## src/design/i2cf_pkg.sv

```systemverilog
// ----------------------------------------------------------------------------
// i2cf_pkg
// Shared types, constants and the frame builder for the display byte framer.
// ----------------------------------------------------------------------------
package i2cf_pkg;

  localparam int FRAME_LEN = 29;

  localparam logic [7:0] CTRL_COMMAND = 8'h00;
  localparam logic [7:0] CTRL_DATA    = 8'h40;

  localparam logic [7:0] RST_SLAVE_ADDR = 8'h78;
  localparam logic [7:0] RST_BIT_HOLD   = 8'd2;
  localparam logic [7:0] RST_FRAME_HOLD = 8'd5;

  typedef enum logic [1:0] {
    SYM_START = 2'd0,
    SYM_BIT   = 2'd1,
    SYM_ACK   = 2'd2,
    SYM_STOP  = 2'd3
  } sym_kind_t;

  typedef enum logic [1:0] {
    REG_SLAVE_ADDR = 2'd0,
    REG_BIT_HOLD   = 2'd1,
    REG_FRAME_HOLD = 2'd2,
    REG_UNUSED     = 2'd3
  } reg_idx_t;

  typedef struct packed {
    logic [7:0] payload_byte;
    logic       is_data;
  } in_word_t;

  typedef struct packed {
    sym_kind_t  symbol_kind;
    logic       bit_value;
    logic [7:0] hold_units;
    logic       last_symbol;
  } out_word_t;

  typedef struct packed {
    sym_kind_t kind;
    logic      bit_value;
  } sym_t;

  typedef sym_t [FRAME_LEN-1:0] frame_t;

  typedef struct packed {
    logic [7:0] slave_addr;
    logic [7:0] bit_hold;
    logic [7:0] frame_hold;
  } cfg_t;

  function automatic logic [7:0] hold_of(logic [7:0] r);
    return (r == 8'd0) ? 8'd1 : r;
  endfunction

  function automatic frame_t build_frame(logic [7:0] addr, logic [7:0] pay,
                                         logic is_data);
    frame_t     f;
    logic [7:0] ctrl;
    ctrl = is_data ? CTRL_DATA : CTRL_COMMAND;
    f[0] = '{kind: SYM_START, bit_value: 1'b0};
    for (int i = 0; i < 8; i++) begin
      f[1 + i]  = '{kind: SYM_BIT, bit_value: addr[7 - i]};
      f[10 + i] = '{kind: SYM_BIT, bit_value: ctrl[7 - i]};
      f[19 + i] = '{kind: SYM_BIT, bit_value: pay[7 - i]};
    end
    f[9]  = '{kind: SYM_ACK, bit_value: 1'b0};
    f[18] = '{kind: SYM_ACK, bit_value: 1'b0};
    f[27] = '{kind: SYM_ACK, bit_value: 1'b0};
    f[28] = '{kind: SYM_STOP, bit_value: 1'b0};
    return f;
  endfunction

endpackage

```

## src/design/i2cf_cell.sv

```systemverilog
// ----------------------------------------------------------------------------
// i2cf_cell
// One symbol slot of the frame chain: loads in parallel, shifts toward head.
// ----------------------------------------------------------------------------
module i2cf_cell (
  input  logic           clk,
  input  logic           rst_n,
  input  logic           load,
  input  logic           shift,
  input  i2cf_pkg::sym_t load_sym,
  input  logic           next_valid,
  input  i2cf_pkg::sym_t next_sym,
  output logic           valid,
  output i2cf_pkg::sym_t sym
);

  logic           valid_r;
  i2cf_pkg::sym_t sym_r;

  always_ff @(posedge clk) begin
    if (!rst_n) begin
      valid_r <= 1'b0;
    end else if (load) begin
      valid_r <= 1'b1;
    end else if (shift) begin
      valid_r <= next_valid;
    end
  end

  always_ff @(posedge clk) begin
    if (load) begin
      sym_r <= load_sym;
    end else if (shift) begin
      sym_r <= next_sym;
    end
  end

  assign valid = valid_r;
  assign sym   = sym_r;

endmodule

```

## src/design/i2cf_cfg.sv

```systemverilog
// ----------------------------------------------------------------------------
// i2cf_cfg
// Configuration registers: slave address, bit hold and frame hold.
// ----------------------------------------------------------------------------
module i2cf_cfg (
  input  logic           clk,
  input  logic           rst_n,
  input  logic           cfg_we,
  input  logic [1:0]     cfg_index,
  input  logic [7:0]     cfg_wdata,
  output i2cf_pkg::cfg_t cfg
);

  i2cf_pkg::cfg_t cfg_r;
  i2cf_pkg::cfg_t cfg_nxt;

  always_comb begin
    cfg_nxt = cfg_r;
    if (cfg_we) begin
      unique case (i2cf_pkg::reg_idx_t'(cfg_index))
        i2cf_pkg::REG_SLAVE_ADDR: cfg_nxt.slave_addr = cfg_wdata;
        i2cf_pkg::REG_BIT_HOLD:   cfg_nxt.bit_hold   = cfg_wdata;
        i2cf_pkg::REG_FRAME_HOLD: cfg_nxt.frame_hold = cfg_wdata;
        default: cfg_nxt = cfg_r;
      endcase
    end
  end

  always_ff @(posedge clk) begin
    if (!rst_n) begin
      cfg_r.slave_addr <= i2cf_pkg::RST_SLAVE_ADDR;
      cfg_r.bit_hold   <= i2cf_pkg::RST_BIT_HOLD;
      cfg_r.frame_hold <= i2cf_pkg::RST_FRAME_HOLD;
    end else begin
      cfg_r <= cfg_nxt;
    end
  end

  assign cfg = cfg_r;

endmodule

```

## src/design/i2c_display_byte_framer.sv

```systemverilog
// ----------------------------------------------------------------------------
// i2c_display_byte_framer
// Frames a display byte as one I2C write transaction of 29 bus symbols.
// ----------------------------------------------------------------------------
// usage:
//   in_*   : one word per byte (payload and command/data flag), valid/ready
//   out_*  : one word per bus symbol, valid/ready, stop symbol marked last
//   cfg_*  : write-only registers 0 address, 1 bit hold, 2 frame hold
// an accepted word is loaded into a row of 29 symbol cells; while the
// receiver accepts, the row shifts one symbol per cycle into an output
// register, so the first symbol passes through the head cell and then the
// output register. the next word is accepted in the cycle the last symbol
// leaves the row, so an unstalled stream runs with no gap between
// transactions. throughput is set by the single output register draining
// the cell row one symbol per cycle while the receiver accepts.
// when the receiver stalls, the output register and a loaded row hold still.
// reset empties the row and output register and loads the register
// defaults (address 0x78, bit hold 2, frame hold 5); a hold of 0 goes out
// as 1.
// ----------------------------------------------------------------------------
module i2c_display_byte_framer (
  input  logic                clk,
  input  logic                rst_n,
  input  logic                in_valid,
  output logic                in_ready,
  input  i2cf_pkg::in_word_t  in_data,
  output logic                out_valid,
  input  logic                out_ready,
  output i2cf_pkg::out_word_t out_data,
  input  logic                cfg_we,
  input  logic [1:0]          cfg_index,
  input  logic [7:0]          cfg_wdata
);

  i2cf_pkg::cfg_t              cfg;
  i2cf_pkg::frame_t            load_frame;
  i2cf_pkg::frame_t            cell_sym;
  logic [i2cf_pkg::FRAME_LEN-1:0] cell_valid;
  logic                        load;
  logic                        shift;
  logic                        out_valid_r;
  logic                        out_valid_nxt;
  i2cf_pkg::out_word_t         out_data_r;
  i2cf_pkg::out_word_t         out_data_nxt;

  i2cf_cfg u_cfg (
    .clk       (clk),
    .rst_n     (rst_n),
    .cfg_we    (cfg_we),
    .cfg_index (cfg_index),
    .cfg_wdata (cfg_wdata),
    .cfg       (cfg)
  );

  assign load_frame = i2cf_pkg::build_frame(cfg.slave_addr, in_data.payload_byte,
                                            in_data.is_data);

  // head symbol moves to the output register
  assign shift    = cell_valid[0] && (!out_valid_r || out_ready);
  assign in_ready = !cell_valid[0] || (!cell_valid[1] && shift);
  assign load     = in_valid && in_ready;

  genvar g;
  generate
    for (g = 0; g < i2cf_pkg::FRAME_LEN; g++) begin : g_cell
      if (g == i2cf_pkg::FRAME_LEN - 1) begin : g_tail
        i2cf_cell u_cell (
          .clk        (clk),
          .rst_n      (rst_n),
          .load       (load),
          .shift      (shift),
          .load_sym   (load_frame[g]),
          .next_valid (1'b0),
          .next_sym   (load_frame[g]),
          .valid      (cell_valid[g]),
          .sym        (cell_sym[g])
        );
      end else begin : g_body
        i2cf_cell u_cell (
          .clk        (clk),
          .rst_n      (rst_n),
          .load       (load),
          .shift      (shift),
          .load_sym   (load_frame[g]),
          .next_valid (cell_valid[g+1]),
          .next_sym   (cell_sym[g+1]),
          .valid      (cell_valid[g]),
          .sym        (cell_sym[g])
        );
      end
    end
  endgenerate

  always_comb begin
    out_valid_nxt = out_valid_r;
    out_data_nxt  = out_data_r;
    if (out_valid_r && out_ready) begin
      out_valid_nxt = 1'b0;
    end
    if (shift) begin
      out_valid_nxt            = 1'b1;
      out_data_nxt.symbol_kind = cell_sym[0].kind;
      out_data_nxt.bit_value   = cell_sym[0].bit_value;
      out_data_nxt.hold_units  = (cell_sym[0].kind == i2cf_pkg::SYM_BIT) ?
                                 i2cf_pkg::hold_of(cfg.bit_hold) :
                                 i2cf_pkg::hold_of(cfg.frame_hold);
      out_data_nxt.last_symbol = (cell_sym[0].kind == i2cf_pkg::SYM_STOP);
    end
  end

  always_ff @(posedge clk) begin
    if (!rst_n) begin
      out_valid_r <= 1'b0;
    end else begin
      out_valid_r <= out_valid_nxt;
    end
  end

  always_ff @(posedge clk) begin
    out_data_r <= out_data_nxt;
  end

  assign out_valid = out_valid_r;
  assign out_data  = out_data_r;

  a_load_start: assert property (@(posedge clk) disable iff (!rst_n)
    load |=> cell_valid[0] && cell_valid[i2cf_pkg::FRAME_LEN-1] &&
             cell_sym[0].kind == i2cf_pkg::SYM_START)
    else $error("loaded frame does not start with a start symbol");

  a_ready_drain: assert property (@(posedge clk) disable iff (!rst_n)
    in_ready |-> !cell_valid[1])
    else $error("input ready while frame still has symbols to send");

  a_last_stop: assert property (@(posedge clk) disable iff (!rst_n)
    out_valid && out_data.last_symbol |-> out_data.symbol_kind == i2cf_pkg::SYM_STOP)
    else $error("last marker on a symbol other than stop");

  a_stall_hold: assert property (@(posedge clk) disable iff (!rst_n)
    out_valid && !out_ready && !load |=> out_valid && $stable(cell_valid))
    else $error("cell row moved while output stalled");

endmodule
```

## config.mk

```make
export PLATFORM = sky130hd
export DESIGN_NAME = i2c_display_byte_framer
export DESIGN_NICKNAME = d
export VERILOG_FILES = /design/src/design/i2cf_pkg.sv /design/src/design/i2cf_cell.sv /design/src/design/i2cf_cfg.sv /design/src/design/i2c_display_byte_framer.sv
export SDC_FILE = /design/constraint.sdc
export NUM_CORES = 1
export LEC_CHECK = 0
export CORE_MARGIN = 3
export CORE_UTILIZATION = 30
export CTS_CLUSTER_SIZE = 25
export DETAILED_ROUTE_END_ITERATION = 8
export DONT_BUFFER_PORTS = 1
export PLACE_DENSITY = 0.52
export SLEW_MARGIN = 20
export SYNTH_ARGS = -nofsm -noshare
export SYNTH_HDL_FRONTEND = slang
export SYNTH_SLANG_ARGS = --single-unit
```

## constraint.sdc

```tcl
create_clock -name clk -period 3.7 [get_ports clk]
set_input_delay 0.185 -clock clk [delete_from_list [all_inputs] [get_ports clk]]
set_output_delay 0.185 -clock clk [all_outputs]
set_load 0.01 [all_outputs]
```

After elaboration in Yosys (flattened, before gate mapping)
Index checks and enable logic that the tools add are counted.
{ "op_classes": {"reduce_logical": 17, "mux": 112, "eq_ne": 4} }
{ "op_table": {"columns": ["operator", "n"], "rows": [
  ["1-bit two-way mux", 108],
  ["8-bit two-way mux", 3],
  ["8-bit zero test", 2],
  ["7-bit two-way mux", 1],
  ["2-bit AND reduction", 3],
  ["2-bit by 1-bit == test with 1-bit output, second input constant", 2],
  ["2-bit == test, second input constant", 2],
  ["1-bit logical AND", 4],
  ["2-bit nonzero test", 2],
  ["1-bit zero test", 3],
  ["2-bit zero test", 1],
  ["1-bit logical OR", 2]
]} }
{ "totals": {"out_inout_bits": 14, "regBits": 148} }

Longest topological paths before layout
{ "depth": {"ltp_word": 7, "depth_mapped": 5, "depth_no_buf": 3} }

Modules after synthesis
A second synthesis with hierarchy kept.
{ "unflattened": {"hier_cells": 426, "hier_area_um2": 6492.5} }
{ "by_module_without_submodules": {"columns": ["mod", "instances", "area_per_inst_um2", "cells_each"], "rows": [
  ["i2cf_cell", 29, 168.9, 10],
  ["i2cf_cfg", 1, 993.5, 98],
  ["i2c_display_byte_framer", 1, 600.6, 38]
]} }

Worst setup path before layout
OpenSTA, ideal clock, no wires.
{ "synth_timing": {"path_type": "register to register", "from": "reg out_valid_r, in the netlist out_valid", "to": "reg g_cell[10].g_body.u_cell.sym_r (netlist bit g_cell[10].g_body.u_cell.sym[0]) (enable)", "required_time_ns": 3.262, "arrival_time_ns": 2.606, "path_buffers": 2, "stages_incl_launch_ff": 5, "setup_time_ns": 0.438, "path_slack_ns": 0.655, "cell_sequence": "dfxtp_1 and2b_4 buf_4 clkbuf_1 o21ai_0"} }
{ "synth_via": {"elab_chain_cells": 7} }
{ "synth_rtl": {"columns": ["element", "line_no", "rtl"], "rows": [
  ["from (decl)", "i2c_display_byte_framer.sv:41", "logic out_valid_r;"],
  ["from (signal assigned)", "i2c_display_byte_framer.sv:115", "out_valid_r <= out_valid_nxt;"],
  ["1-bit zero test (*)", "i2c_display_byte_framer.sv:59", "assign shift = cell_valid[0] && (!out_valid_r || out_ready);"],
  ["1-bit logical OR (*)", "i2c_display_byte_framer.sv:59", null],
  ["1-bit logical AND (*)", "i2c_display_byte_framer.sv:59", null],
  ["1-bit logical AND", "i2c_display_byte_framer.sv:60", "assign in_ready = !cell_valid[0] || (!cell_valid[1] && shift);"],
  ["1-bit logical OR", "i2c_display_byte_framer.sv:60", null],
  ["1-bit logical AND", "i2c_display_byte_framer.sv:61", "assign load = in_valid && in_ready;"],
  ["2-bit nonzero test (no source line) (*)", null, null],
  ["to (signal assigned)", "i2cf_cell.sv:32", "sym_r <= load_sym;"],
  ["to (signal assigned)", "i2cf_cell.sv:34", "sym_r <= next_sym;"],
  ["to (decl)", "i2cf_cell.sv:18", "i2cf_pkg::sym_t sym_r;"]
]} }
Mark *: on every way between the ends. The rest lies on a longest branch, timed or not.
A chain may end at the register's enable or synchronous reset.

Final worst setup path
{ "layout_timing": {"from": "reg out_valid_r, in the netlist out_valid", "to": "out in_ready"} }
{ "layout_via": {"elab_chain_cells": 5} }
{ "layout_rtl": {"columns": ["element", "line_no", "rtl"], "rows": [
  ["1-bit zero test", "i2c_display_byte_framer.sv:59", null],
  ["1-bit logical OR", "i2c_display_byte_framer.sv:59", null],
  ["1-bit logical AND", "i2c_display_byte_framer.sv:59", null],
  ["1-bit logical AND", "i2c_display_byte_framer.sv:60", null],
  ["1-bit logical OR", "i2c_display_byte_framer.sv:60", null],
  ["to (decl)", "i2c_display_byte_framer.sv:25", "output logic in_ready,"]
]} }
Every way passes these cells.

==> flow_metrics.py <==
metrics = {
    "run_status": {
        "outcome": "finished clean",
    },
    "min_path": {
        "hp-class": "in -> reg",
    },
    "grt": {
        "grt_use_met3_pct": 2.71,
        "overflow": 0,
        "use_met1_pct": 16.3,
        "grt_most_used_layer": "met2",
        "first_global_vias": 3882,
        "use_met2_pct": 17.3,
        "grt_pass1_wl_um": 19700,
        "grt_max_degree": 84,
        "antenna_found_initial": 0,
        "grt_use_total_pct": 11.8,
    },
    "setup_path": {
        "crit_fanout": 46,
        "crit_path_end_kind": "output pin",
        "criticalPathCategory": "reg -> out",
        "rrSetupSlack_ps": 1520,
        "start_kind": "flip-flop",
        "reg2reg_to": "g_cell[11].g_body.u_cell.valid",
        "rr_startpoint": "g_cell[0].g_body.u_cell.valid",
        "setup.worst_path.start": "out_valid",
        "r2r_cells": 4,
        "critical_path_arrival_ps": 2190,
        "required_ps": 3510,
        "endpoint": "in_ready",
    },
    "clock_tree": {
        "htreeDepth": 4,
        "cts_setup_buffers": 0,
        "cts_tree": "done",
        "cts_made_buffers": 17,
        "clk_latency_ps": 420,
        "root_buffer": "clkbuf_16",
        "cts.sinks": 147,
        "hold_buffers": 20,
        "clockBufferDepth": 2,
        "cts_resized": 0,
        "path_clk_slew_ps": 60,
    },
    "synthesis": {
        "synth_fp_nets": 584,
        "ys_seq_area_share_pct": 57.5,
        "synth-seq-cells": 147,
        "synth_area_um2": 5750,
        "ys_types": 30,
        "yosysTopAreaCell": "dfxtp_1",
        "synth.avg_cell_area_um2": 10.3,
        "synth_area_leaders": "dfxtp_1, edfxtp_1, nand3_1, o21ai_0, mux2i_1",
        "syn_inst": 560,
        "netlist.area_leader.share_pct": 38.7,
        "synthFlopType": "dfxtp_1",
        "yosys_warnings": 0,
        "synth-edff-count": 36,
        "async_reset_ff_share_pct": 0,
    },
    "place": {
        "dpl_cell_area_um2": 5800,
        "dp_hpwl_um": 6380,
        "place.gp.congestion": 0.783,
        "numPortBuffers": 0,
    },
    "routing": {
        "drc": 0,
        "drtIter0Drc": 323,
        "dr_total_vias": 4106,
        "drt_wl_total_um": 11800,
        "routed_via_density": 5.18,
        "antenna_left": 0,
        "firstDrtPassIters": 5,
        "avgRoutedWirePerCell_um": 14.9,
    },
    "layout": {
        "layout.cell_area.non_filler_um2": 6600,
        "diodes": 0,
        "nNetsFinal": 575,
        "num-fill-cells": 1827,
        "drive_above_1_share_pct": 12.6,
        "syn_to_final_growth_pct": 14.8,
    },
    "sta": {
        "max_freq_ghz": 0.422,
        "fin_crit_sh_pct": 64.1,
        "fin_skew_ps": 13.3,
        "relSlewSlack_pct": 42.0,
        "setup_viol": 0,
        "maxSlewViolCount": 0,
        "setup_tns_ps": 0,
        "hold_violations": 0,
        "tightest_slew_ps": 870,
        "final.min_clock_period_ps": 2370,
        "rsz0062_at_grt": "false",
    },
    "floorplan": {
        "io_pins": 38,
        "dieArea_um2": 20900,
        "row_count": 49,
        "dieHeight_um": 144,
        "die_w_um": 144,
        "core_area_um2": 18400,
        "initial_utilization_pct": 31.3,
    },
    "power_and_ir_drop": {
        "worst_ir_drop_vdd_mv": 0.311,
        "power_leakage_nw": 2.38,
        "power_density_nw_per_um2": 590,
    },
    "flow_run": {
        "maxCapViolations": 0,
    },
}
## per-layer routing
layer | vias up | share of wire, %
met4 | 0 | 1.6
met2 | 78 | 46
li1 | 2007 | -
met1 | 2009 | 49
met5 | - | 0
met3 | 12 | 3.5
## placed cells by master, fill, tap and decap left out, types with 17 or more instances in the layout
cell type,synthesis,routed
nand3_1,108,108
o21ai_0,86,85
clkbuf_16,0,17
nor2_1,18,17
a31oi_1,27,27
a21oi_1,35,35
mux2_2,17,17
mux2i_1,24,24
edfxtp_1,36,36
dlygate4sd3_1,0,20
dfxtp_1,111,110
## through the flow
| step | power [W] | hold WS, ps | worst slack, ps | utilization, % | instances |
|---|---|---|---|---|---|
| 3_3_place_gp | 0.00217 | 250 | 1420 | 31.5 | 741 |
| 2_1_floorplan | 0.00213 | 309 | 655 | - | 560 |
| 3_5_place_dp | 0.00218 | 254 | 1340 | 31.5 | 741 |
| 5_1_grt | 0.00406 | 192 | 1220 | 35.9 | 793 |
| 4_1_cts | 0.00394 | 163 | 1320 | 35.9 | 793 |
| 6_report | 0.00389 | 175 | 1330 | 35.9 | 793 |
## cell families after synthesis
group / share of synthesized area [%]
AND/OR/NAND/NOR: 13.6
AO/OA/AOI/OAI: 14.3
flip-flops: 57.5
buffers and inverters: 5.57
multiplexers: 9.08
## final cells by class
| type | instances | area (um^2) | area share (%) |
|---|---|---|---|
| flip-flops and latches | 147 | 3300 | 50.1 |
| inverters | 3 | 11.3 | 0.171 |
| clock inverters | 11 | 135 | 2.05 |
| well taps | 229 | 287 | 4.34 |
| repair buffers | 29 | 268 | 4.06 |
| clock buffers | 21 | 460 | 6.98 |
| multi-input cells | 353 | 2130 | 32.3 |
## Yosys cell counts, types with 6 or more instances
cell / instances
buf_6: 6
buf_2: 19
mux2_2: 17
and2_1: 9
buf_4: 7
o21ai_0: 86
a31oi_1: 27
clkbuf_1: 25
nand3_1: 108
edfxtp_1: 36
nor2_1: 18
mux2i_1: 24
dfxtp_1: 111
a21oi_1: 35
mux2_4: 6
nand2_1: 7
## worst min-delay path by stage
stage / start / to / slack, ps / cells past startpoint
6_report: cfg_index[0] / u_cfg.cfg[22] / 170 / 4
5_1_grt: cfg_index[0] / u_cfg.cfg[22] / 190 / 4
4_1_cts: cfg_index[0] / u_cfg.cfg[22] / 160 / 4
3_5_place_dp: rst_n / u_cfg.cfg[9] / 250 / 1
3_3_place_gp: rst_n / u_cfg.cfg[0] / 250 / 1
2_1_floorplan: cfg_wdata[0] / u_cfg.cfg[0] / 310 / 2
## power by group
part	switching, W	leakage, nW	internal, W
Sequential	0.0000609	1.27	0.00178
Combinational	0.000194	0.817	0.000131
Clock	0.000635	0.294	0.00109
## state kept, by name, indices dropped and copies added (netlist names)
signal	flops
g_cell.g_body.u_cell.valid	28
u_cfg.cfg	24
out_valid	1
g_cell.g_body.u_cell.sym	81
g_cell.g_tail.u_cell.valid	1
out_data	12
## worst max-delay path, cell delays in order (launching register included)
cell and delay, ps:
dfxtp_1 450, and2b_4 490, buf_4 470, o21ai_0 330
Power figures use the tool's default switching activity.
